File: src/hw/rtl/station_presence_table_defines.svh
// Assertion macros for the station presence table
`ifndef STATION_PRESENCE_TABLE_DEFINES_SVH
`define STATION_PRESENCE_TABLE_DEFINES_SVH
`ifndef SYNTH
`define SPT_ASSERT_IMPL(label, clk, rst_n, a, c) \
    label: assert property (@(posedge clk) disable iff (!rst_n) (a) |-> (c)) \
        else $error("assertion failed");
`define SPT_ASSERT_NEXT(label, clk, rst_n, a, c) \
    label: assert property (@(posedge clk) disable iff (!rst_n) (a) |=> (c)) \
        else $error("assertion failed");
`else
`define SPT_ASSERT_IMPL(label, clk, rst_n, a, c)
`define SPT_ASSERT_NEXT(label, clk, rst_n, a, c)
`endif
`endif

File: src/hw/rtl/spt_pkg.sv
package spt_pkg;
    localparam int ENTRIES = 16;
    localparam int IDX_W = $clog2(ENTRIES);
    localparam int CNT_W = $clog2(ENTRIES + 1);
    localparam int LEAVES = 1 << IDX_W;

    localparam logic [1:0] EV_TRACKED = 2'd0;
    localparam logic [1:0] EV_FULL    = 2'd1;
    localparam logic [1:0] EV_OFFLINE = 2'd2;
    localparam logic [1:0] EV_SUMMARY = 2'd3;

    localparam logic KIND_OBSERVE = 1'b0;
    localparam logic KIND_END     = 1'b1;

    // controller to datapath
    typedef struct packed {
        logic load;      // capture request fields
        logic scan;      // compare all entries
        logic commit;    // write back observed station
        logic sweep;     // handle entry at sweep pointer
        logic summary;   // summary result and clear seen map
        logic sweep_clr; // reset sweep pointer
    } spt_cmd_t;

    // datapath to controller
    typedef struct packed {
        logic full;      // miss and nothing to evict
        logic sweep_hit; // current sweep entry goes offline
        logic sweep_end; // sweep pointer at last entry
    } spt_stat_t;

    typedef struct packed {
        logic [1:0]  event_res;
        logic [3:0]  entry_index;
        logic        new_entry;
        logic        became_online;
        logic        lease_changed;
        logic [47:0] entry_mac;
        logic [31:0] entry_ipv4;
        logic [31:0] entry_connects;
        logic [4:0]  online_total;
        logic [4:0]  known_total;
        logic        last;
    } spt_res_t;

    typedef struct packed {
        logic        kind;
        logic [47:0] station_mac;
        logic [31:0] lease_ipv4;
        logic [31:0] now_ms;
    } spt_req_t;
endpackage

File: src/hw/rtl/spt_if.sv
interface spt_req_if;
    import spt_pkg::*;
    logic     valid;
    logic     ready;
    spt_req_t data;
    modport source (output valid, output data, input ready);
    modport sink (input valid, input data, output ready);
endinterface

interface spt_res_if;
    import spt_pkg::*;
    logic     valid;
    logic     ready;
    spt_res_t data;
    modport source (output valid, output data, input ready);
    modport sink (input valid, input data, output ready);
endinterface

interface spt_cfg_if;
    logic valid;
    logic ready;
    logic data;
    modport source (output valid, output data, input ready);
    modport sink (input valid, input data, output ready);
endinterface

File: src/hw/rtl/station_presence_table.sv
// Observe request: lookup (S_SCAN), then write back (S_COMMIT), which registers the result.
// End of scan: each entry is swept in turn (one result per entry that goes offline), then
// the summary; each stalled result holds the sweep in place.
// Next request taken the cycle after the last result leaves; requests do not overlap.
// Reset (rst_n low, asynchronous) clears valid, online and seen bits and the enable.
module station_presence_table (
    input logic   clk,
    input logic   rst_n,
    spt_req_if.sink   req,
    spt_res_if.source res,
    spt_cfg_if.sink   cfg
);
    import spt_pkg::*;

    spt_cmd_t  cmd;
    spt_stat_t stat;
    logic      enable_reg;

    // enable register
    assign cfg.ready = 1'b1;
    always_ff @(posedge clk or negedge rst_n)
    begin
        if (!rst_n)
            enable_reg <= 1'b0;
        else if (cfg.valid)
            enable_reg <= cfg.data;
    end

    spt_ctrl u_ctrl (
        .clk       (clk),
        .rst_n     (rst_n),
        .enable    (enable_reg),
        .in_valid  (req.valid),
        .in_kind   (req.data.kind),
        .in_ready  (req.ready),
        .out_valid (res.valid),
        .out_ready (res.ready),
        .stat      (stat),
        .cmd       (cmd)
    );

    spt_datapath u_dp (
        .clk   (clk),
        .rst_n (rst_n),
        .cmd   (cmd),
        .req   (req.data),
        .stat  (stat),
        .res   (res.data)
    );
endmodule

File: src/hw/rtl/spt_datapath.sv
module spt_datapath (
    input  logic               clk,
    input  logic               rst_n,
    input  spt_pkg::spt_cmd_t  cmd,
    input  spt_pkg::spt_req_t  req,
    output spt_pkg::spt_stat_t stat,
    output spt_pkg::spt_res_t  res
);
    import spt_pkg::*;

    logic [ENTRIES-1:0] valid_reg, online_reg, seen_reg;
    logic [47:0] addr_reg [ENTRIES];
    logic [31:0] lease_reg [ENTRIES];
    logic [31:0] last_reg [ENTRIES];
    logic [31:0] conn_reg [ENTRIES];

    spt_req_t   q_reg;
    spt_res_t   res_reg, res_next;
    logic       hit_reg, free_reg, evict_reg;
    logic [IDX_W-1:0] hit_idx_reg, free_idx_reg, evict_idx_reg;
    logic [IDX_W-1:0] ptr_reg;

    // parallel lookup: match and lowest free
    logic       hit_c, free_c, ev_c;
    logic [IDX_W-1:0] hit_i, free_i, ev_i;
    always_comb
    begin
        hit_c = 1'b0; free_c = 1'b0;
        hit_i = '0; free_i = '0;
        for (int i = ENTRIES - 1; i >= 0; i--)
        begin
            if (valid_reg[i] && addr_reg[i] == q_reg.station_mac)
            begin
                hit_c = 1'b1;
                hit_i = IDX_W'(i);
            end
            if (!valid_reg[i])
            begin
                free_c = 1'b1;
                free_i = IDX_W'(i);
            end
        end
    end

    // oldest offline entry, compare tree, ties to the higher index
    logic             t_ok   [2*LEAVES];
    logic [31:0]      t_last [2*LEAVES];
    logic [IDX_W-1:0] t_idx  [2*LEAVES];
    always_comb
    begin
        for (int n = 0; n < 2*LEAVES; n++)
        begin
            t_ok[n] = 1'b0;
            t_last[n] = '0;
            t_idx[n] = '0;
        end
        for (int i = 0; i < LEAVES; i++)
        begin
            t_idx[LEAVES + i] = IDX_W'(i);
            if (i < ENTRIES)
            begin
                t_ok[LEAVES + i] = !online_reg[i];
                t_last[LEAVES + i] = last_reg[i];
            end
        end
        for (int n = LEAVES - 1; n >= 1; n--)
        begin
            if (t_ok[2*n+1] && (!t_ok[2*n] || t_last[2*n+1] <= t_last[2*n]))
            begin
                t_ok[n] = 1'b1;
                t_last[n] = t_last[2*n+1];
                t_idx[n] = t_idx[2*n+1];
            end
            else
            begin
                t_ok[n] = t_ok[2*n];
                t_last[n] = t_last[2*n];
                t_idx[n] = t_idx[2*n];
            end
        end
        ev_c = t_ok[1];
        ev_i = t_idx[1];
    end

    // resolved slot for write back
    logic [IDX_W-1:0] slot;
    logic fresh, was_on, lchg;
    logic [31:0] old_lease, old_conn, new_lease, new_conn;
    always_comb
    begin
        fresh = !hit_reg;
        slot = hit_reg ? hit_idx_reg : (free_reg ? free_idx_reg : evict_idx_reg);
        was_on = hit_reg ? online_reg[slot] : 1'b0;
        old_lease = hit_reg ? lease_reg[slot] : 32'd0;
        old_conn = hit_reg ? conn_reg[slot] : 32'd0;
        new_conn = was_on ? old_conn : old_conn + 32'd1;
        lchg = (q_reg.lease_ipv4 != 32'd0) && (q_reg.lease_ipv4 != old_lease);
        new_lease = lchg ? q_reg.lease_ipv4 : old_lease;
    end

    logic [CNT_W-1:0] on_cnt, kn_cnt;
    always_comb
    begin
        on_cnt = '0; kn_cnt = '0;
        for (int i = 0; i < ENTRIES; i++)
        begin
            kn_cnt = kn_cnt + CNT_W'(valid_reg[i]);
            on_cnt = on_cnt + CNT_W'(valid_reg[i] & online_reg[i]);
        end
    end

    assign stat.full = !hit_reg && !free_reg && !evict_reg;
    assign stat.sweep_hit = valid_reg[ptr_reg] && online_reg[ptr_reg] && !seen_reg[ptr_reg];
    assign stat.sweep_end = (ptr_reg == IDX_W'(ENTRIES - 1));

    // control state of the table
    always_ff @(posedge clk or negedge rst_n)
    begin
        if (!rst_n)
        begin
            valid_reg <= '0;
            online_reg <= '0;
            seen_reg <= '0;
            ptr_reg <= '0;
        end
        else
        begin
            if (cmd.sweep_clr)
                ptr_reg <= '0;
            else if (cmd.sweep)
                ptr_reg <= ptr_reg + IDX_W'(1);
            if (cmd.commit && !stat.full)
            begin
                valid_reg[slot] <= 1'b1;
                online_reg[slot] <= 1'b1;
                seen_reg[slot] <= 1'b1;
            end
            if (cmd.sweep && stat.sweep_hit)
                online_reg[ptr_reg] <= 1'b0;
            if (cmd.summary)
                seen_reg <= '0;
        end
    end

    // next result
    always_comb
    begin
        res_next = '0;
        if (cmd.commit)
        begin
            res_next.last = 1'b1;
            if (stat.full)
            begin
                res_next.event_res = EV_FULL;
                res_next.entry_mac = q_reg.station_mac;
            end
            else
            begin
                res_next.event_res = EV_TRACKED;
                res_next.entry_index = 4'(slot);
                res_next.new_entry = fresh;
                res_next.became_online = !was_on;
                res_next.lease_changed = lchg;
                res_next.entry_mac = q_reg.station_mac;
                res_next.entry_ipv4 = new_lease;
                res_next.entry_connects = new_conn;
            end
        end
        else if (cmd.sweep)
        begin
            res_next.event_res = EV_OFFLINE;
            res_next.entry_index = 4'(ptr_reg);
            res_next.entry_mac = addr_reg[ptr_reg];
            res_next.entry_ipv4 = lease_reg[ptr_reg];
            res_next.entry_connects = conn_reg[ptr_reg];
        end
        else if (cmd.summary)
        begin
            res_next.event_res = EV_SUMMARY;
            res_next.online_total = 5'(on_cnt);
            res_next.known_total = 5'(kn_cnt);
            res_next.last = 1'b1;
        end
    end

    assign res = res_reg;

    // payload and results
    always_ff @(posedge clk)
    begin
        if (cmd.load)
            q_reg <= req;
        if (cmd.scan)
        begin
            hit_reg <= hit_c; hit_idx_reg <= hit_i;
            free_reg <= free_c; free_idx_reg <= free_i;
            evict_reg <= ev_c; evict_idx_reg <= ev_i;
        end
        if (cmd.commit || cmd.sweep || cmd.summary)
            res_reg <= res_next;
        if (cmd.commit && !stat.full)
        begin
            addr_reg[slot] <= q_reg.station_mac;
            lease_reg[slot] <= new_lease;
            conn_reg[slot] <= new_conn;
            last_reg[slot] <= q_reg.now_ms;
        end
        if (cmd.sweep && stat.sweep_hit)
            last_reg[ptr_reg] <= q_reg.now_ms;
    end
endmodule

File: src/hw/rtl/spt_ctrl.sv
`include "station_presence_table_defines.svh"
module spt_ctrl (
    input  logic               clk,
    input  logic               rst_n,
    input  logic               enable,
    input  logic               in_valid,
    input  logic               in_kind,
    output logic               in_ready,
    output logic               out_valid,
    input  logic               out_ready,
    input  spt_pkg::spt_stat_t stat,
    output spt_pkg::spt_cmd_t  cmd
);
    import spt_pkg::*;

    typedef enum logic [2:0] {
        S_IDLE, S_SCAN, S_COMMIT, S_SWEEP, S_SUMMARY, S_OUT
    } state_t;

    state_t state_reg;
    logic   out_valid_reg;
    logic   out_valid_next;

    wire take = in_valid && in_ready;
    wire out_free = !out_valid_reg || out_ready;

    assign in_ready = (state_reg == S_IDLE) && !out_valid_reg;
    assign out_valid = out_valid_reg;

    always_comb
    begin
        cmd = '0;
        cmd.load = take;
        cmd.sweep_clr = take;
        out_valid_next = out_valid_reg && !out_ready;
        case (state_reg)
            S_SCAN:    cmd.scan = 1'b1;
            S_COMMIT:
            begin
                cmd.commit = out_free;
                if (out_free)
                    out_valid_next = 1'b1;
            end
            S_SWEEP:
            begin
                cmd.sweep = out_free;
                if (out_free)
                    out_valid_next = stat.sweep_hit;
            end
            S_SUMMARY:
            begin
                cmd.summary = out_free;
                if (out_free)
                    out_valid_next = 1'b1;
            end
            default:   ;
        endcase
    end

    // sequencer with result valid
    always_ff @(posedge clk or negedge rst_n)
    begin
        if (!rst_n)
        begin
            state_reg <= S_IDLE;
            out_valid_reg <= 1'b0;
        end
        else
        begin
            out_valid_reg <= out_valid_next;
            case (state_reg)
                S_IDLE:
                begin
                    if (take && enable)
                        state_reg <= (in_kind == KIND_END) ? S_SWEEP : S_SCAN;
                end
                S_SCAN: state_reg <= S_COMMIT;
                S_COMMIT:
                begin
                    if (out_free)
                        state_reg <= S_IDLE;
                end
                S_SWEEP:
                begin
                    if (out_free)
                        state_reg <= stat.sweep_end ? S_SUMMARY : S_SWEEP;
                end
                S_SUMMARY:
                begin
                    if (out_free)
                        state_reg <= S_IDLE;
                end
                default: state_reg <= S_IDLE;
            endcase
        end
    end

    `SPT_ASSERT_IMPL(a_no_accept_busy, clk, rst_n, state_reg != S_IDLE, !in_ready)
    `SPT_ASSERT_NEXT(a_scan_commit, clk, rst_n, state_reg == S_SCAN, state_reg == S_COMMIT)
    `SPT_ASSERT_IMPL(a_one_cmd, clk, rst_n, 1'b1, $onehot0({cmd.scan, cmd.commit, cmd.sweep, cmd.summary}))
endmodule

File: src/flat_wrapper.sv
// flat-port wrapper written by rule: the top's interface ports become plain ports
module station_presence_table_flat import spt_pkg::*;
  (clk, rst_n, req_valid, req_data, req_ready, res_valid, res_data, res_ready, cfg_valid, cfg_data, cfg_ready);
  spt_req_if req_i ();
  spt_res_if res_i ();
  spt_cfg_if cfg_i ();
  input logic clk;
  input logic rst_n;
  input wire logic [$bits(req_i.valid)-1:0] req_valid;
  input wire logic [$bits(req_i.data)-1:0] req_data;
  output wire logic [$bits(req_i.ready)-1:0] req_ready;
  output wire logic [$bits(res_i.valid)-1:0] res_valid;
  output wire logic [$bits(res_i.data)-1:0] res_data;
  input wire logic [$bits(res_i.ready)-1:0] res_ready;
  input wire logic [$bits(cfg_i.valid)-1:0] cfg_valid;
  input wire logic [$bits(cfg_i.data)-1:0] cfg_data;
  output wire logic [$bits(cfg_i.ready)-1:0] cfg_ready;
  assign req_i.valid = req_valid;
  assign req_i.data = req_data;
  assign req_ready = req_i.ready;
  assign res_valid = res_i.valid;
  assign res_data = res_i.data;
  assign res_i.ready = res_ready;
  assign cfg_i.valid = cfg_valid;
  assign cfg_i.data = cfg_data;
  assign cfg_ready = cfg_i.ready;
  station_presence_table u_core (.clk(clk), .rst_n(rst_n), .req(req_i), .res(res_i), .cfg(cfg_i));
endmodule
File: config.mk
export PLATFORM = sky130hd
export DESIGN_NAME = station_presence_table_flat
export DESIGN_NICKNAME = d
export VERILOG_FILES = /design/src/hw/rtl/spt_pkg.sv /design/src/hw/rtl/spt_if.sv /design/src/hw/rtl/station_presence_table.sv /design/src/hw/rtl/spt_datapath.sv /design/src/hw/rtl/spt_ctrl.sv /design/src/flat_wrapper.sv
export VERILOG_INCLUDE_DIRS = /design/src /design/src/hw/rtl
export SDC_FILE = /design/constraint.sdc
export NUM_CORES = 2
export LEC_CHECK = 0
export BUFFER_PORTS_ARGS = -buffer_cell sky130_fd_sc_hd__buf_4
export CORE_MARGIN = 1
export CORE_UTILIZATION = 45
export DETAILED_ROUTE_END_ITERATION = 10
export GPL_TIMING_DRIVEN = 0
export HOLD_SLACK_MARGIN = 0.08
export PLACE_DENSITY = 0.58
export SYNTH_ARGS = -nofsm -noshare
export SYNTH_HDL_FRONTEND = slang
export SYNTH_HIERARCHICAL = 1
export SYNTH_SLANG_ARGS = --single-unit
File: constraint.sdc
create_clock -name clk -period 16.67 [get_ports clk]
set_input_delay 4.1675 -clock clk [delete_from_list [all_inputs] [get_ports clk]]
set_output_delay 4.1675 -clock clk [all_outputs]
set_load 0.01 [all_outputs]
=== Word-level counts from Yosys, hierarchy flattened ===
Memories as Yosys holds them, arrays and structs flattened.
Index checks and enable logic that the tools add are counted.
W data, S select, Z words.

* Add/sub/neg operators: 32
* Magnitude comparators: 19
* Eq/ne operators: 25
* Mux-type cells: 131
* Bitwise operators: 23
* Reductions and logical operators: 110

{| class="wikitable"
|+ Operator list
! operator !! count
|-
| $eq A48 B48 Y1 || 16
|-
| $mux W32 || 19
|-
| $le A32 B32 Y1 || 15
|-
| $mux W112 || 2
|-
| $mux W4 || 29
|-
| $add A5 B1 Y5 || 22
|-
| $mux W16 || 4
|-
| $mux W64 || 1
|-
| $or A16 B16 Y16 || 3
|-
| $mux W1 || 47
|-
| $logic_and A1 B1 Y1 || 44
|-
| $mux W3 || 12
|-
| $add A32 B1 Y32 const B || 1
|-
| $ne A32 B32 Y1 || 1
|-
| $reduce_bool A32 Y1 || 1
|-
| $reduce_or A32 Y1 || 1
|-
| $logic_not A1 Y1 || 31
|-
| $logic_or A1 B1 Y1 || 18
|-
| $and A1 B1 Y1 || 16
|-
| $and A16 B16 Y16 || 1
|-
| $bmux W1 S4 || 4
|-
| $not A16 Y16 || 1
|-
| $reduce_and A15 Y1 || 1
|-
| $reduce_or A15 Y1 || 1
|-
| 30 further kinds || 49
|}

* Register bits after elaboration: 316
* RAM bits: 2,304
* Bits of input ports: 119
* Output and inout port bits: 135
* Memories kept: 4

{| class="wikitable"
|+ Memory list
! name !! words !! bits a word !! read ports !! clocked after memory_dff !! wr ports !! line !! source
|-
| u_core.u_dp.addr_reg || 16 || 48 || 17 || 0 || 1 || spt_datapath.sv:12 || <nowiki>logic [47:0] addr_reg [ENTRIES];</nowiki>
|-
| u_core.u_dp.conn_reg || 16 || 32 || 2 || 0 || 1 || spt_datapath.sv:15 || <nowiki>logic [31:0] conn_reg [ENTRIES];</nowiki>
|-
| u_core.u_dp.last_reg || 16 || 32 || 16 || 0 || 1 || spt_datapath.sv:14 || <nowiki>logic [31:0] last_reg [ENTRIES];</nowiki>
|-
| u_core.u_dp.lease_reg || 16 || 32 || 2 || 0 || 1 || spt_datapath.sv:13 || <nowiki>logic [31:0] lease_reg [ENTRIES];</nowiki>
|}

=== Logic depth before layout (Yosys ltp) ===
An unclocked memory read counts as a cell.

* Depth after elaboration: 18
* Mapped depth: 54
* Gate-level depth less buffers: 49

=== Cells and area by module ===
Netlist, hierarchy kept.

{| class="wikitable"
|+ By module, submodules not included
! module !! times used !! cells each !! area each (µm²) !! seq. area each (µm²)
|-
| spt_datapath || 1 || 8,862 || 132,155.5 || 78,265.1
|-
| spt_ctrl || 1 || 35 || 297.8 || 100.1
|-
| station_presence_table || 1 || 4 || 51.3 || 25.0
|}

=== Worst setup path after synthesis ===
No wires, ideal clock.

* Path kind: input to register
* Start: input port res_ready
* End: memory u_core.u_dp.last_reg[2][0], enable pin
* Setup time: 0.377 ns
* Data arrival time: 11.183 ns
* Data required time: 16.293 ns
* Path slack: 5.111 ns
* Stages: 7
* Path buffers: 1
* Path through: and2b_1 -> nor4b_1 -> nor2b_1 -> clkbuf_1 -> nand3_1 -> nor2_1 -> a31o_2

{| class="wikitable"
|+ RTL lines
! element !! line !! source
|-
| from (decl) || flat_wrapper.sv:14 || <nowiki>input wire logic [$bits(res_i.ready)-1:0] res_ready;</nowiki>
|-
| to (decl) || spt_datapath.sv:14 ||
|}

==> summary.md <==
| Metric | Value |
|---|---|
| Status | complete, but fails checks |
| Violated checks | capacitance limit, slew limit |
| Drt drc | 0 |
| Ys async rst share | 2.18% |
| TritonCTS Sinks | 2,620 |
| CP top delay family | compound AO/OA/AOI/OAI gates |
| Die extent in y | 545 µm |
| Setup-failing EPs final | 0 |
| Top-area cell type share of the netlist area | 58.1% |
| Post-synth top flop | edfxtp_1 |
| Fin. Hold Viols | 0 |
| Post-Route WL | 605,000 µm |
| RR Startpoint | u_core/u_dp/last_reg[9][25] |
| Hold WC Path Type | reg -> reg |
| Congestion Overflow GR | 0 |
| Starting density of the core | 45.4% |
| First DRT Iteration DRCs | 15,200 |
| Power Density | 184 mW/mm² |
| Syn Nets | 9,536 |
| Yosys Warn Count | 6 |
| R2r endpoint | u_core/u_dp/evict_idx_reg[0] |
| Most area-consuming cells after synthesis | edfxtp_1, mux4_2, ha_1 |
| Slew Limit Fails | 82 |
| P_sw | 11,600 µW |
| Number of CTS-inserted buffers | 302 |
| Clock root cell | clkbuf_16 |
| Worst setup SP type | flop |
| Antenna Nets Post-Route | 0 |
| Site Rows | 198 |
| Core area | 0.292 mm² |
| Register bit total from synthesis | 2,620 |
| Crit-path slowest cell | a2111oi_0 |
| Placed wire-length estimate | 453,000 µm |
| DIE AREA | 0.297 mm² |
| Layout cells sized above 1 | 19.1% |
| H-tree Lvls | 5 |
| Share of power burned in registers | 31.8% |
| Clock Path Buffers | 4 |
| Resized Gates After CTS | 0 |
| 1st-pass router iterations | 9 |
| Setup crit end kind | flop |
| Setup CP Type | reg -> reg |
| GRT Overall Usage | 40.2% |
| Hold Crit Depth | 2 |
| CP max stage delay | 0.92 ns |
| Max Cap Violations | 11 |
| Area of the multi-input gates | 0.0504 mm² |
| Worst Max-Slew Pin Slew | 1.75 ns |
| Largest net degree at the start of global routing | 70 |
| Design Power | 28,000 µW |
| Worst IR drop on VDD | 161 µV |
| Fill count | 24,400 |
| DR vias | 93,300 |
| RSZ-0062 raised after global routing | false |
| Sequential-to-total area share from yosys stat | 59.2% |
| Number of port buffers | 252 |
| Clk pin slew, worst setup/hold paths | 0.06 ns |
| Worst-Skew Late Latency | 0.93 ns |
| CP bufs+invs | 5 |
| Synth area leader | edfxtp_1 |
| Final net count | 10,300 |
| Critical path fanouts, max | 10 |
| CTS tree | done |
| Setup_tns | 0 ns |
| Antenna violations before repair | 59 |
| P_leak | 0.0543 µW |
| Crit share post-route | 89.0% |
| Number of global-route vias before repair | 87,600 |
| Area grow syn2layout | 15.3% |
| Final Critical Period | 14.83 ns |
| Post-CTS setup buffers | 0 |
| Routed wire per std cell | 43.9 µm |
| First-pass GRT wire length | 790,000 µm |
| Power share of the combinational group | 44.4% |
| Net Sw Frac | 41.3% |
| CP arrival | 15.40 ns |
| IO Pins | 254 |
| Hold_sp | u_core/u_dp/seen_reg[4] |
| Critical Path Most Common Cell | a21o_1 |
| Required time worst endpoint | 17.24 ns |
| DIE WIDTH | 545 µm |
| Clk pwr share | 23.7% |
| R2R Setup Slk | 1.84 ns |
| Slew headroom | -16.4% |
| Mapped Cells | 8,901 |
| Int Power | 16,500 µW |
| Hold Path End | u_core/u_dp/seen_reg[4] |
| Register area | 0.0784 mm² |
| Number of vias per cell | 6.77 |
| Cts hold-fix bufs | 0 |
| Mapped cell area | 0.133 mm² |
| Max frequency | 0.0674 GHz |
| Avg Synthesized Cell Area | 14.9 µm² |
| R2R depth | 46 |
| Max reg flops | 768 |
| EDFF count, synth | 2,563 |
| GPL Wtd Cong | 1.06 |
| Number of distinct library cells after synthesis | 103 |
| Worst Clk Skew | 0.0574 ns |
-- synth_stat cells, types with 53 or more instances --
cell / number
edfxtp_1: 2563
mux4_2: 629
inv_1: 532
ha_1: 496
mux2i_1: 493
xor2_1: 478
nand2_1: 454
clkbuf_1: 309
nor2_1: 284
xnor2_1: 269
a21oi_1: 264
nand4_1: 197
o21ai_0: 176
nand3_1: 169
nor4_1: 162
mux2_2: 145
a21o_1: 125
o211ai_1: 90
a22o_1: 85
nor3_1: 79
o22ai_1: 70
buf_2: 60
buf_1: 58
dfrtp_1: 57
nor2b_1: 57
a22oi_1: 56
a31oi_1: 53
-- power by group through the flow --
stage	combinational (µW)	clock, µW	sequential [µW]
after floorplan	6850	0	8870
after detailed placement	12100	0	9030
after global routing	12900	6930	8950
after CTS	12100	6700	8900
final	12500	6650	8920
after global placement	11800	0	9210
-- per-stage QoR --
step / utilization, % / setup slack, ns / cell area [µm²] / hold slack, ns / instances
2_1_floorplan: - / 5.11 / 133000 / 0.466 / 8901
3_3_place_gp: 47.7 / -7.81 / 139000 / 0.478 / 13100
3_5_place_dp: 49.0 / 1.81 / 143000 / 0.488 / 13200
4_1_cts: 52.3 / 1.68 / 153000 / 0.501 / 13700
5_1_grt: 52.3 / 1.09 / 153000 / 0.508 / 13800
6_report: 52.3 / 1.84 / 153000 / 0.506 / 13800
-- area by class of cell --
class | count | area share, %
antenna | 34 | 0.0557
buffer | 474 | 1.44
clock buffer | 364 | 5.18
clock inverter | 167 | 1.09
inverter | 534 | 1.31
multi-input combinational | 5273 | 33.0
sequential | 2620 | 51.3
tap | 3900 | 3.19
timing repair buffer | 414 | 3.42
-- layer usage --
layer / track usage, % / share of wire, %
met1: 52.7 / 38
met2: 59.2 / 43
met5: 0.244 / 0.032
met3: 12.7 / 13
met4: 22.5 / 6.6
-- cells by family (layout without fill, tap and decap cells) --
| logic type | count (synthesis) | in the layout | share of synthesized area, % |
|---|---|---|---|
| buffers and inverters | 1008 | 1953 | 3.12 |
| xor gates and xnor gates | 747 | 747 | 4.94 |
| AOI/OAI and AO/OA | 1175 | 1175 | 6.01 |
| muxes | 1302 | 1302 | 16.1 |
| DFF | 2620 | 2620 | 59.2 |
| other | 1 | 35 | 0.00283 |
| and+or+nand+nor | 1532 | 1532 | 5.68 |
| adders and majority gates | 516 | 516 | 4.99 |
-- worst min-delay path, cell delays in order (launching register included) --
cell	delay (ns)
dfrtp_1	0.34
nor2_1	0.05
nor2_1	0.07
-- worst max path at each step --
stage	slack, ns	to	start	cells past startpoint
6_report	1.84	u_core/u_dp/evict_idx_reg[0]	u_core/u_dp/last_reg[9][25]	46
5_1_grt	1.09	u_core/u_dp/evict_idx_reg[0]	u_core/u_dp/last_reg[1][1]	46
4_1_cts	1.68	u_core/u_dp/evict_idx_reg[0]	u_core/u_dp/last_reg[1][1]	48
3_5_place_dp	1.81	u_core/u_dp/evict_idx_reg[0]	u_core/u_dp/last_reg[1][1]	48
3_3_place_gp	-7.81	u_core/u_dp/last_reg[2][24]	res_ready	8
2_1_floorplan	5.11	u_core/u_dp/last_reg[2][0]	res_ready	7
-- placed cells by master (no fill, tap or decap), types with 125 or more instances in the layout --
cell,synthesis,routed
edfxtp_1,2563,2563
mux4_2,629,629
inv_1,532,532
ha_1,496,496
mux2i_1,493,493
xor2_1,478,478
nand2_1,454,454
clkbuf_1,309,342
clkbuf_16,0,307
buf_4,25,278
xnor2_1,269,265
a21oi_1,264,264
nor2_1,284,257
nand4_1,197,197
o21ai_0,176,171
nand3_1,169,169
nor4_1,162,155
mux2_2,145,145
a21o_1,125,125
Power figures use the tool's default switching activity.
